**src/sv/ccdc_pkg.sv**
```systemverilog
`timescale 1ns / 1ps
`default_nettype none
package ccdc_pkg;

  // configuration register indexes
  typedef logic [2:0] reg_idx_t;
  localparam reg_idx_t REG_STAGE       = 3'd0;
  localparam reg_idx_t REG_ENABLES     = 3'd1;
  localparam reg_idx_t REG_REF_VALUE   = 3'd2;
  localparam reg_idx_t REG_ZERO_GAIN   = 3'd3;
  localparam reg_idx_t REG_ACTIVE_GAIN = 3'd4;
  localparam reg_idx_t REG_DESMEAR_EN  = 3'd5;
  localparam reg_idx_t REG_SMEAR_SCALE = 3'd6;
  localparam reg_idx_t REG_IOF_GAIN    = 3'd7;

  localparam logic [1:0]  STAGE_DARK     = 2'd0;
  localparam logic [1:0]  STAGE_FLAT     = 2'd1;
  localparam logic [1:0]  STAGE_IOF      = 2'd2;
  localparam logic [16:0] SCALE_ONE      = 17'd65536;
  localparam logic [31:0] IOF_GAIN_ONE   = 32'd16777216;
  localparam logic signed [63:0] S32_MAX = 64'sd2147483647;
  localparam logic signed [63:0] S32_MIN = -64'sd2147483648;

  typedef struct packed {
    logic signed [31:0] raw_pixel;
    logic               raw_valid;
    logic signed [31:0] ref_pixel;
    logic signed [31:0] zero_pixel;
    logic signed [31:0] active_pixel;
    logic [17:0]        flat_pixel;
    logic [9:0]         column;
    logic               first_line;
  } in_word_t;

  typedef struct packed {
    logic signed [31:0] corrected_pixel;
    logic               is_null;
  } out_word_t;

  typedef struct packed {
    logic [1:0]         stage;
    logic [2:0]         enables;
    logic signed [31:0] reference_value;
    logic signed [31:0] zero_gain;
    logic signed [31:0] active_gain;
    logic               desmear_en;
    logic [16:0]        smear_scale;
    logic [31:0]        iof_gain;
  } cfg_t;

  // pixel word passed between pipeline sections
  typedef struct packed {
    logic signed [31:0] value;
    logic               is_null;
    logic [17:0]        flat;
    logic               first_line;
  } pix_t;

  // shift right by n, round half away from zero
  function automatic logic signed [63:0] rnd_shr(input logic signed [63:0] x,
                                                 input int unsigned n);
    logic        neg;
    logic [63:0] m;
    neg = x[63];
    m = neg ? (64'd0 - x) : x;
    m = (m + (64'd1 << (n - 1))) >> n;
    return neg ? $signed(64'd0 - m) : $signed(m);
  endfunction

  function automatic logic signed [31:0] sat32(input logic signed [63:0] x);
    logic signed [31:0] r;
    if (x > S32_MAX) begin
      r = S32_MAX[31:0];
    end else if (x < S32_MIN) begin
      r = S32_MIN[31:0];
    end else begin
      r = x[31:0];
    end
    return r;
  endfunction

endpackage
`default_nettype wire

```
**src/sv/ccdc_iof.sv**
```systemverilog
`timescale 1ns / 1ps
`default_nettype none
module ccdc_iof (
  input  wire logic                clk,
  input  wire logic                rst_n,
  input  wire ccdc_pkg::cfg_t      cfg,
  input  wire logic                in_valid,
  output logic                     in_rdy,
  input  wire ccdc_pkg::pix_t      in_data,
  output logic                     out_valid,
  input  wire logic                out_rdy,
  output ccdc_pkg::out_word_t      out_data
);
  logic               i0_v_r, i1_v_r, i2_v_r;
  ccdc_pkg::pix_t     i0_r;
  logic [63:0]        prod_r;
  logic               neg_r, apply_r, nul_r;
  logic signed [31:0] val_r;
  ccdc_pkg::out_word_t i2_r;

  logic en0, en1, en2, neg0;
  logic [31:0] mag0;
  logic [63:0] prod_nxt, m;
  ccdc_pkg::out_word_t word_nxt;

  assign en2 = !i2_v_r || out_rdy;
  assign en1 = !i1_v_r || en2;
  assign en0 = !i0_v_r || en1;
  assign in_rdy = en0;

  assign neg0     = i0_r.value < 0;
  assign mag0     = neg0 ? 32'(-i0_r.value) : 32'(i0_r.value);
  assign prod_nxt = 64'(mag0) * 64'(cfg.iof_gain);

  always_comb begin
    m = (prod_r + 64'h800000) >> 24;
    word_nxt.is_null = nul_r;
    if (nul_r) begin
      word_nxt.corrected_pixel = '0;
    end else if (!apply_r) begin
      word_nxt.corrected_pixel = val_r;
    end else if (neg_r) begin
      word_nxt.corrected_pixel = (m > 64'h80000000) ? ccdc_pkg::S32_MIN[31:0]
                                                    : $signed(32'd0 - m[31:0]);
    end else begin
      word_nxt.corrected_pixel = (m > 64'h7FFFFFFF) ? ccdc_pkg::S32_MAX[31:0]
                                                    : $signed(m[31:0]);
    end
  end

  always_ff @(posedge clk) begin
    if (!rst_n) begin
      i0_v_r <= 1'b0;
      i1_v_r <= 1'b0;
      i2_v_r <= 1'b0;
    end else begin
      if (en0) i0_v_r <= in_valid;
      if (en1) i1_v_r <= i0_v_r;
      if (en2) i2_v_r <= i1_v_r;
    end
  end

  always_ff @(posedge clk) begin
    if (en0) i0_r <= in_data;
    if (en1) begin
      prod_r  <= prod_nxt;
      neg_r   <= neg0;
      apply_r <= cfg.stage[1];
      nul_r   <= i0_r.is_null;
      val_r   <= i0_r.value;
    end
    if (en2) i2_r <= word_nxt;
  end

  assign out_valid = i2_v_r;
  assign out_data  = i2_r;
endmodule
`default_nettype wire

```
**config.mk**
```make
export PLATFORM = sky130hd
export DESIGN_NAME = ccdc_iof
export DESIGN_NICKNAME = d
export VERILOG_FILES = /design/src/sv/ccdc_pkg.sv /design/src/sv/ccdc_iof.sv
export SDC_FILE = /design/constraint.sdc
export NUM_CORES = 2
export LEC_CHECK = 0
export BUFFER_PORTS_ARGS = -buffer_cell sky130_fd_sc_hd__buf_4
export CORE_UTILIZATION = 48
export DETAILED_ROUTE_END_ITERATION = 6
export GPL_ROUTABILITY_DRIVEN = 0
export PLACE_DENSITY = 0.65
export SYNTH_ARGS = -nofsm -noshare
export SYNTH_HDL_FRONTEND = slang
export SYNTH_SLANG_ARGS = --single-unit
```
**constraint.sdc**
```tcl
create_clock -name clk -period 12.2 [get_ports clk]
set_input_delay 0 -clock clk [delete_from_list [all_inputs] [get_ports clk]]
set_output_delay 0 -clock clk [all_outputs]
set_load 0.01 [all_outputs]
```
==> flow_metrics.py <==
metrics = {
    "synthesis": {
        "synthCells": 4345,
        "ys_ff_latch": 144,
        "muxShareOfSynthArea_pct": 0.227,
        "ys_warn_count": 0,
        "synth_fa_ha_area_share_pct": 52.0,
        "synth_top_family_by_area": "adder cells",
        "seq_area_frac_synth_pct": 10.5,
        "syn_avg_cell_area_um2": 9.40,
        "ys_types": 90,
        "ys.flop_type": "edfxtp_1",
        "synth_compound_gate_area_share_pct": 5.93,
        "syn_nets": 5711,
        "yosys.area_share.simple_pct": 18.3,
        "synth-edff-count": 141,
        "synth_area_um2": 40800,
        "synthArstFlopShare_pct": 0,
        "synth-xor-area-share_pct": 2.45,
    },
    "clocking": {
        "cts_root_buffer": "clkbuf_16",
        "clock_latency_ps": 430,
        "h-tree-depth": 4,
        "post_cts_resized": 0,
        "cts.clk_slew.worst_paths_ps": 70,
        "clock-sinks": 144,
        "cts_buffers": 17,
        "clk_path_buf_depth": 2,
        "cts_tree": "done",
    },
    "place": {
        "io_buffer_count": 104,
        "dpl.hpwl_mm": 83.7,
    },
    "final_layout": {
        "final_cell_mix": "inv_1 (910), fa_1 (895), and2_1 (576)",
        "final_common_cell": "inv_1",
        "fill_cells": 7798,
        "drive_above_1_share_pct": 5.80,
        "fin_nets": 5683,
        "syn2layout_area_growth_pct": 6.90,
    },
    "setup_path": {
        "crit_fanout": 12,
        "worst_ep_arrival_time_ps": 11330,
        "cp-start-kind": "register",
        "path_class": "register to register",
        "cp_slowest_cell": "or4_4",
        "cp.required_ps": 12390,
        "max_stage_delay_ps": 610,
        "worst_path_most_repeated_cell": "fa_1",
        "critPathCaptureType": "register",
    },
    "global_route": {
        "grt-ovfl-total": 0,
        "grt_usage_pct": 25.5,
        "grt_antenna_before_repair": 4,
        "grt_max_degree": 76,
        "grt_pass1_wl_mm": 173,
        "grt_pass1_vias": 31376,
    },
    "floorplan": {
        "io_pins": 242,
        "initial_utilization_pct": 48.6,
        "core-area_um2": 84000,
        "num_rows": 106,
        "fp.dieArea_um2": 86200,
        "fp.dieW_um": 294,
        "die_h_um": 294,
    },
    "timing": {
        "tightest_slew_ps": 1340,
        "fin_tns_setup_ps": 0,
        "setup-violations-final": 0,
        "slew_viol_final": 0,
        "fin_crit_sh_pct": 91.4,
        "rsz0062_at_grt": "no",
        "hold_viol": 0,
        "fmax_mhz": 89.7,
        "period_needed_ps": 11150,
        "skew_ps": 12.5,
        "slew_headroom_pct": 10.5,
    },
    "worst_hold_path": {
        "min_path_type": "primary input to register",
    },
    "route": {
        "vias_per_cell": 5.41,
        "wl_per_cell_um": 19.2,
        "drt_pass1_iterations": 5,
        "drt-initial-drc-count": 2042,
        "routed-via-count": 29580,
        "drc": 0,
        "ant_nets": 0,
        "wirelength_mm": 105,
    },
    "flow_run": {
        "drv_cap": 0,
    },
    "outcome": {
        "status": "finished, final reports clean",
    },
}
## path summary, 6_finish.rpt
check,endpoint,slack [ps],depth (start not counted),from
worst max-delay path,prod_r[56]$_DFFE_PP_,1050,31,i0_r[22]$_DFFE_PP_
worst max register to register,prod_r[56]$_DFFE_PP_,1050,31,i0_r[22]$_DFFE_PP_
worst min register to register,nul_r$_DFFE_PP_,440,0,i0_r[19]$_DFFE_PP_
worst min-delay path,i0_r[36]$_DFFE_PP_,290,2,in_data[36]
## state kept, by name, summed over array words and instances (netlist names)
register and flops:
out_data 33, neg_r 1, i0_v_r 1, prod_r 41, i0_r 33, out_valid 1, val_r 31, i1_v_r 1
apply_r 1, nul_r 1
## worst max-delay path, delay by kind of cell, from the launching register on
family | cells | cell delay (ps)
buf+inv | 4 | 210
compound gates | 5 | 1300
fa+ha+maj | 9 | 4560
xor+xnor | 1 | 340
simple gates | 12 | 3980
flops | 1 | 500
## repair_timing
| item | in CTS | in global routing |
|---|---|---|
| hold endpoints to repair | 37 | 0 |
| hold buffers | 38 | 0 |
| setup buffers | 0 | 0 |
## synthesized netlist by cell type (35+ instances only)
cell	n	share of area, %
a21o_1	40	0.74
a21oi_1	85	1.0
and2_1	576	8.8
clkbuf_1	217	2.0
edfxtp_1	141	10
fa_1	895	44
ha_1	264	8.1
inv_1	910	8.4
nand2_1	548	5.0
nand3_1	48	0.59
nor2_1	69	0.63
o21ai_0	58	0.71
xnor2_1	79	1.7
xor2_1	35	0.75
## cell type report
class                   count  area [µm²]  share of cell area [%]
diodes                      1        2.50                 0.00573
clock buffers              20         437                    1.00
clock inverters            12         113                   0.258
inverters                 910        3420                    7.83
multi-input cells        3052       32400                    74.3
flip-flops and latches    144        4290                    9.84
well taps                1134        1420                    3.25
repair buffers            192        1540                    3.52
## routing by layer
metal	global-route usage (%)	wire length, µm	up-vias
met3	2.32	5320	133
met1	34.1	43900	15511
met4	5.69	2280	0
met2	45.0	53400	809
li1	-	-	13127
met5	0	0	-
## through the flow
| step | area [µm²] | cells | utilization, % | hold WS (ps) | worst slack [ps] |
|---|---|---|---|---|---|
| floorplan | 40800 | 4345 | - | 98.9 | 2470 |
| global placement | 42700 | 5394 | 50.9 | 178 | 1030 |
| detailed placement | 42700 | 5394 | 50.9 | 180 | 1020 |
| CTS | 43600 | 5464 | 52.0 | 280 | 1000 |
| global route | 43600 | 5464 | 52.0 | 285 | 557 |
| finish | 43600 | 5465 | 52.0 | 289 | 1050 |
## cell families after synthesis
| family | after synthesis |
|---|---|
| flops | 144 |
| mux | 9 |
| buf+inv | 1149 |
| simple gates | 1420 |
| xor+xnor | 114 |
| compound gates | 350 |
| fa+ha+maj | 1159 |
Power is not shown: default switching activity piles up to over one toggle a cycle in this logic, so the estimate is an artifact.
