[src/sv/ccdc_pkg.sv]
`timescale 1ns / 1ps
`default_nettype none
package ccdc_pkg;

  // configuration register indexes
  typedef logic [2:0] reg_idx_t;
  localparam reg_idx_t REG_STAGE       = 3'd0;
  localparam reg_idx_t REG_ENABLES     = 3'd1;
  localparam reg_idx_t REG_REF_VALUE   = 3'd2;
  localparam reg_idx_t REG_ZERO_GAIN   = 3'd3;
  localparam reg_idx_t REG_ACTIVE_GAIN = 3'd4;
  localparam reg_idx_t REG_DESMEAR_EN  = 3'd5;
  localparam reg_idx_t REG_SMEAR_SCALE = 3'd6;
  localparam reg_idx_t REG_IOF_GAIN    = 3'd7;

  localparam logic [1:0]  STAGE_DARK     = 2'd0;
  localparam logic [1:0]  STAGE_FLAT     = 2'd1;
  localparam logic [1:0]  STAGE_IOF      = 2'd2;
  localparam logic [16:0] SCALE_ONE      = 17'd65536;
  localparam logic [31:0] IOF_GAIN_ONE   = 32'd16777216;
  localparam logic signed [63:0] S32_MAX = 64'sd2147483647;
  localparam logic signed [63:0] S32_MIN = -64'sd2147483648;

  typedef struct packed {
    logic signed [31:0] raw_pixel;
    logic               raw_valid;
    logic signed [31:0] ref_pixel;
    logic signed [31:0] zero_pixel;
    logic signed [31:0] active_pixel;
    logic [17:0]        flat_pixel;
    logic [9:0]         column;
    logic               first_line;
  } in_word_t;

  typedef struct packed {
    logic signed [31:0] corrected_pixel;
    logic               is_null;
  } out_word_t;

  typedef struct packed {
    logic [1:0]         stage;
    logic [2:0]         enables;
    logic signed [31:0] reference_value;
    logic signed [31:0] zero_gain;
    logic signed [31:0] active_gain;
    logic               desmear_en;
    logic [16:0]        smear_scale;
    logic [31:0]        iof_gain;
  } cfg_t;

  // pixel word passed between pipeline sections
  typedef struct packed {
    logic signed [31:0] value;
    logic               is_null;
    logic [17:0]        flat;
    logic               first_line;
  } pix_t;

  // shift right by n, round half away from zero
  function automatic logic signed [63:0] rnd_shr(input logic signed [63:0] x,
                                                 input int unsigned n);
    logic        neg;
    logic [63:0] m;
    neg = x[63];
    m = neg ? (64'd0 - x) : x;
    m = (m + (64'd1 << (n - 1))) >> n;
    return neg ? $signed(64'd0 - m) : $signed(m);
  endfunction

  function automatic logic signed [31:0] sat32(input logic signed [63:0] x);
    logic signed [31:0] r;
    if (x > S32_MAX) begin
      r = S32_MAX[31:0];
    end else if (x < S32_MIN) begin
      r = S32_MIN[31:0];
    end else begin
      r = x[31:0];
    end
    return r;
  endfunction

endpackage
`default_nettype wire

[src/sv/ccdc_div.sv]
`timescale 1ns / 1ps
`default_nettype none
module ccdc_div (
  input  wire logic            clk,
  input  wire logic            rst_n,
  input  wire ccdc_pkg::cfg_t  cfg,
  input  wire logic            in_valid,
  output logic                 in_rdy,
  input  wire ccdc_pkg::pix_t  in_data,
  output logic                 out_valid,
  input  wire logic            out_rdy,
  output ccdc_pkg::pix_t       out_data
);
  // quotient bits 32..0, one per stage; larger quotients are caught up front
  localparam int QB = 33;

  logic               v0_v_r;
  ccdc_pkg::pix_t     v0_r;

  logic               sv_r   [0:QB];
  logic [47:0]        rem_r  [0:QB];
  logic [QB-1:0]      q_r    [0:QB];
  logic [17:0]        flat_r [0:QB];
  logic               neg_r  [0:QB];
  logic               ovf_r  [0:QB];
  logic               skip_r [0:QB];
  logic               nul_r  [0:QB];
  logic signed [31:0] val_r  [0:QB];
  logic               adv    [0:QB];

  logic               o_v_r;
  ccdc_pkg::pix_t     o_r;

  logic               adv_in, adv_out, neg0, nul0, skip0, ovf0;
  logic [31:0]        mag0;
  logic [47:0]        m2;
  logic [QB-1:0]      qf;
  ccdc_pkg::pix_t     pix_nxt;

  assign adv_out = !o_v_r || out_rdy;
  assign adv[QB] = !sv_r[QB] || adv_out;
  assign adv_in  = !v0_v_r || adv[0];
  assign in_rdy  = adv_in;

  always_comb begin
    neg0  = v0_r.value < 0;
    mag0  = neg0 ? 32'(-v0_r.value) : 32'(v0_r.value);
    m2    = {mag0, 16'd0} + 48'(v0_r.flat >> 1);
    nul0  = v0_r.is_null ||
            ((cfg.stage != ccdc_pkg::STAGE_DARK) && (v0_r.flat == '0));
    skip0 = (cfg.stage == ccdc_pkg::STAGE_DARK) || nul0;
    ovf0  = 51'(m2) >= {v0_r.flat, 33'd0};
  end

  always_ff @(posedge clk) begin
    if (!rst_n) begin
      v0_v_r <= 1'b0;
      sv_r[0] <= 1'b0;
      o_v_r <= 1'b0;
    end else begin
      if (adv_in) v0_v_r <= in_valid;
      if (adv[0]) sv_r[0] <= v0_v_r;
      if (adv_out) o_v_r <= sv_r[QB];
    end
  end

  always_ff @(posedge clk) begin
    if (adv_in) v0_r <= in_data;
    if (adv[0]) begin
      rem_r[0]  <= m2;
      q_r[0]    <= '0;
      flat_r[0] <= v0_r.flat;
      neg_r[0]  <= neg0;
      ovf_r[0]  <= ovf0;
      skip_r[0] <= skip0;
      nul_r[0]  <= nul0;
      val_r[0]  <= v0_r.value;
    end
  end

  genvar j;
  generate
    for (j = 1; j <= QB; j++) begin : g_step
      localparam int K = QB - j;
      logic [49:0] fk;
      logic        ge;
      assign fk = 50'(flat_r[j-1]) << K;
      assign ge = 50'(rem_r[j-1]) >= fk;
      if (j < QB) begin : g_adv
        assign adv[j] = !sv_r[j] || adv[j+1];
      end

      always_ff @(posedge clk) begin
        if (!rst_n) begin
          sv_r[j] <= 1'b0;
        end else if (adv[j]) begin
          sv_r[j] <= sv_r[j-1];
        end
      end

      // subtract the shifted divisor where it fits, set this quotient bit
      always_ff @(posedge clk) begin
        if (adv[j]) begin
          rem_r[j]  <= ge ? (rem_r[j-1] - fk[47:0]) : rem_r[j-1];
          q_r[j]    <= q_r[j-1] | (ge ? (QB'(1) << K) : '0);
          flat_r[j] <= flat_r[j-1];
          neg_r[j]  <= neg_r[j-1];
          ovf_r[j]  <= ovf_r[j-1];
          skip_r[j] <= skip_r[j-1];
          nul_r[j]  <= nul_r[j-1];
          val_r[j]  <= val_r[j-1];
        end
      end
    end
    assign adv[0] = !sv_r[0] || adv[1];
  endgenerate

  always_comb begin
    qf = q_r[QB];
    pix_nxt.flat       = flat_r[QB];
    pix_nxt.first_line = 1'b0;
    pix_nxt.is_null    = nul_r[QB];
    if (skip_r[QB]) begin
      pix_nxt.value = val_r[QB];
    end else if (neg_r[QB]) begin
      if (ovf_r[QB] || (qf > 33'h080000000)) begin
        pix_nxt.value = ccdc_pkg::S32_MIN[31:0];
      end else begin
        pix_nxt.value = $signed(32'd0 - qf[31:0]);
      end
    end else begin
      if (ovf_r[QB] || (qf > 33'h07FFFFFFF)) begin
        pix_nxt.value = ccdc_pkg::S32_MAX[31:0];
      end else begin
        pix_nxt.value = $signed(qf[31:0]);
      end
    end
  end

  always_ff @(posedge clk) begin
    if (adv_out) o_r <= pix_nxt;
  end

  assign out_valid = o_v_r;
  assign out_data  = o_r;
endmodule
`default_nettype wire

[config.mk]
export PLATFORM = sky130hd
export DESIGN_NAME = ccdc_div
export DESIGN_NICKNAME = d
export VERILOG_FILES = /design/src/sv/ccdc_pkg.sv /design/src/sv/ccdc_div.sv
export SDC_FILE = /design/constraint.sdc
export NUM_CORES = 2
export LEC_CHECK = 0
export BUFFER_PORTS_ARGS = -buffer_cell sky130_fd_sc_hd__clkbuf_2
export CAP_MARGIN = 20
export CELL_PAD_IN_SITES_DETAIL_PLACEMENT = 0
export CELL_PAD_IN_SITES_GLOBAL_PLACEMENT = 2
export CORE_MARGIN = 2
export CORE_UTILIZATION = 34
export DETAILED_ROUTE_END_ITERATION = 16
export GPL_TIMING_DRIVEN = 0
export PLACE_DENSITY_LB_ADDON = 0.1
export SLEW_MARGIN = 20
export SYNTH_ARGS = -nofsm -noshare
export SYNTH_HDL_FRONTEND = slang
export SYNTH_MEMORY_MAX_BITS = 65536
export SYNTH_SLANG_ARGS = --single-unit
export TNS_END_PERCENT = 1
[constraint.sdc]
create_clock -name clk -period 41 [get_ports clk]
set_input_delay 2.05 -clock clk [delete_from_list [all_inputs] [get_ports clk]]
set_output_delay 2.05 -clock clk [all_outputs]
set_load 0.03 [all_outputs]
==> summary.md <==
| Metric | Value |
|---|---|
| Initial DRC count | 6024 |
| Most used DFF post-synth | edfxtp_1 |
| Slew @ Worst Pin | 1.093 ns |
| CP peak stage delay | 0.80 ns |
| Place WS | 30.04 ns |
| Critical Path End Type | output port |
| Post-CTS resize count | 0 |
| Fin. max-slew vios | 0 |
| Mean number of vias per cell | 4.868 |
| Via Count | 89.72k |
| Slew headroom | 0.2646 |
| Tot GR Track Use | 0.1611 |
| H-tree depth | 5 |
| R2r setup slk | 33.93 ns |
| FF-to-FF End | rem_r[0][45] |
| Number of synthesized flops with an enable pin | 3674 |
| Ports | 261 |
| Clk_lat worst skew | 0.98 ns |
| Hold Path Origin | neg_r[32] |
| Min Tclk post-route | 10.70 ns |
| CTS tree | yes |
| Avg WL per Cell | 21.13 µm |
| Critical Path Start | out_rdy |
| DR pass1 iterations | 5 |
| Die height | 688.1 µm |
| CP max stage cell | nor2_1 |
| Flops & latches, synth | 3677 |
| Setup crit start kind | primary input |
| Vias in the first global route | 90.62k |
| Initial Utilization | 0.3410 |
| First-pass GRT wire length | 585.1 mm |
| Share of flip-flops with an asynchronous set or reset | 0 |
| Share of cells above drive strength 1 | 0.08420 |
| Reg2reg path depth | 15 |
| Final net count | 12.74k |
| Warnings, synthesis | 0 |
| Data required, critical path | 38.95 ns |
| Total congestion overflow | 0 |
| Hold Violations, Final | 0 |
| Hold Crit Endpoint | neg_r[33] |
| Sequential area share after synthesis | 0.6937 |
| Worst path cell trace | clkbuf_2 -> nor2b_1 -> inv_4 -> nor3_2 -> nand2_4 -> nor2_1 -> inv_8 -> nor3_1 -> inv_6 -> nor2_1 -> inv_6 -> nor2_1 -> inv_6 -> nor2_1 -> nand2_4 -> buf_16 -> clkbuf_2 |
| Met3 WL | 13.43 mm |
| Tcrit/Tclk final | 0.2610 |
| Drt drc | 0 |
| Post-CTS setup buffer count | 0 |
| Post-Route M1 WL | 183.8 mm |
| Outcome | finished clean |
| IO buf count | 109 |
| Post-DP HPWL | 291.7 mm |
| Max_cap viols | 0 |
| Critical path class | in2out |
| Hold_buf cts | 0 |
| # placed instances | 17.68k |
| Initial antenna violation count | 20 |
| Total CTS buffers | 405 |
| Synth Area per Inst | 14.08 µm² |
| # setup viols final | 0 |
| Clk slew on worst S/H paths | 0.06 ns |
| Total wire length | 389.5 mm |
| Post-synth cell types | 86 |
| Power per cell area | 68.46 nW/µm² |
| Post-Synthesis Cells | 11.30k |
| Maximum clock rate | 93.43 MHz |
| Clock tree sinks | 3677 |
| Core region area | 466700 µm² |
| Finished Core Util | 0.3916 |
| Hold_ws | 0.3854 ns |
| Post-Syn Area | 159100 µm² |
| P&R area growth vs syn | 14.86% |
| Arr. time, crit path | 8.65 ns |
| Worst hold path cell count | 0 |
| Post-route ant nets | 0 |
| Root buffer cell | clkbuf_16 |
| Die Width | 688.1 µm |
| Die area | 473500 µm² |
| Row count | 251 |
| TNS Setup | 0 ns |
| Clock Skews | 0.05605 ns |
| Net Count, Synth | 12.15k |
| Max FO, Critical Path | 46 |
| Max layer used | met4 |
| Non-filler instance count after layout | 18.43k |
| CP most frequent cell | nor2_1 |
| Hold WC Path Type | reg2reg |
| Largest net degree at the start of global routing | 92 |
| CTS max path bufs | 4 |
| Reg-to-Reg Start | out_valid |
| Worst setup slack after layout | 30.30 ns |
| RD Place Congestion | 0.8236 |
| Unrepaired setup endpoints after global routing | no |
| Detail Route met2 WL | 183.2 mm |
| Max IR drop VDD | 0.00003504 V |
| Static Leak | 68.69 nW |
[how the worst max path moves through the flow]
stage                         to
after floorplan           in_rdy
after global placement    in_rdy
after detailed placement  in_rdy
after CTS                 in_rdy
after global routing      in_rdy
final                     in_rdy
[state kept, by name (all words and copies together), names as in the netlist, 23 cells and up]
name / cells
flat_r: 589
neg_r: 23
nul_r: 34
out_data: 51
ovf_r: 34
q_r: 561
rem_r: 1199
skip_r: 34
sv_r: 34
v0_r: 51
val_r: 1065
[cell families after synthesis]
family          synth area share
xor+xnor                 0.05036
compound gates           0.07470
simple gates             0.09467
buf+inv                  0.02454
mux                     0.009939
fa+ha+maj                0.05207
flops                     0.6937
other cells           0.00002357
[cell usage in the layout (no fill, tap or decap), types with 38 or more instances in the layout]
cell and instances:
o21ai_0 503, nor3_1 280, nand2_1 681, o21bai_1 41, nor2b_1 107, buf_16 38
a21oi_1 626, xor2_1 482, or3_1 129, or4_1 62, mux2_2 128, inv_1 832
nor4_1 230, nand4_1 136, xnor2_1 433, edfxtp_1 3674, or2_2 49, and3_1 82
o31ai_1 81, clkbuf_2 109, clkinv_2 64, nand3_1 156, bufinv_16 49, a21o_1 199
o21a_1 100, ha_1 611, nand2b_1 150, clkinv_1 95, clkbuf_1 221, and4_1 46
a31oi_1 51, a21boi_0 39, clkbuf_16 408, nor2_1 675
[worst max-delay path: cells and delay by family]
family	cells	cell delay, ns
buffers and inverters	8	1.72
and+or+nand+nor	9	4.79
[synthesized netlist by cell type, types with 11 or more instances]
library cell	instances	area share
nand2_1	694	0.016
o2111ai_1	15	0.00083
o311ai_0	11	0.00061
or2_2	50	0.0020
inv_1	845	0.020
nor3_1	282	0.0089
nand4_1	136	0.0053
nand3b_1	33	0.0016
a2111oi_0	26	0.0014
or3_1	129	0.0051
nor4_1	232	0.0091
nor4b_1	34	0.0019
o31ai_1	81	0.0038
and4_1	46	0.0025
clkbuf_1	160	0.0038
a21oi_1	626	0.020
ha_1	611	0.048
o21bai_1	41	0.0019
mux2i_1	14	0.00088
o211ai_1	32	0.0015
nand2b_1	150	0.0059
edfxtp_1	3674	0.69
mux2_2	128	0.0091
o41ai_1	28	0.0015
o21a_1	100	0.0047
a211o_1	21	0.0012
fa_1	32	0.0040
a31o_2	11	0.00061
a21boi_0	39	0.0018
a21o_1	199	0.0094
nand3_1	163	0.0051
nand4b_1	15	0.00083
xnor2_1	433	0.024
and3_1	82	0.0032
o31a_1	15	0.00083
buf_1	13	0.00031
xor2_1	482	0.027
or4_1	62	0.0029
nor3b_1	12	0.00057
nor2b_1	107	0.0042
a31oi_1	51	0.0020
nor2_1	675	0.016
and2_1	32	0.0013
a211oi_1	35	0.0017
o21ai_0	503	0.016
[layout make-up]
cell class,instances,area [µm²]
fill,43560,283900
sequential,3677,110400
multi-input combinational,6594,45050
clock buffer,469,10440
tap,6198,7755
inverter,847,3252
clock inverter,278,3068
timing repair buffer,182,2092
buffer,186,725.7
antenna,2,5.005
[where the power goes]
part           switching (mW)  total, mW  internal, mW
logic                    1.77       3.12          1.35
registers               0.593       5.72          5.13
clock network            1.53       3.67          2.14
total                    3.89       12.5          8.62
[routing by layer]
layer,up-vias,track usage
met5,-,0
li1,43600,-
met1,44150,0.2269
met3,529,0.01964
met2,1442,0.2653
met4,0,0.03833
[per-stage QoR]
step | instance area [µm²] | power, mW
final | 182800 | 12.51
after CTS | 182800 | 12.69
after global placement | 167400 | 8.952
after detailed placement | 169300 | 8.936
after floorplan | 159100 | 7.856
after global routing | 182800 | 13.27
(Power assumes the default switching activity.)
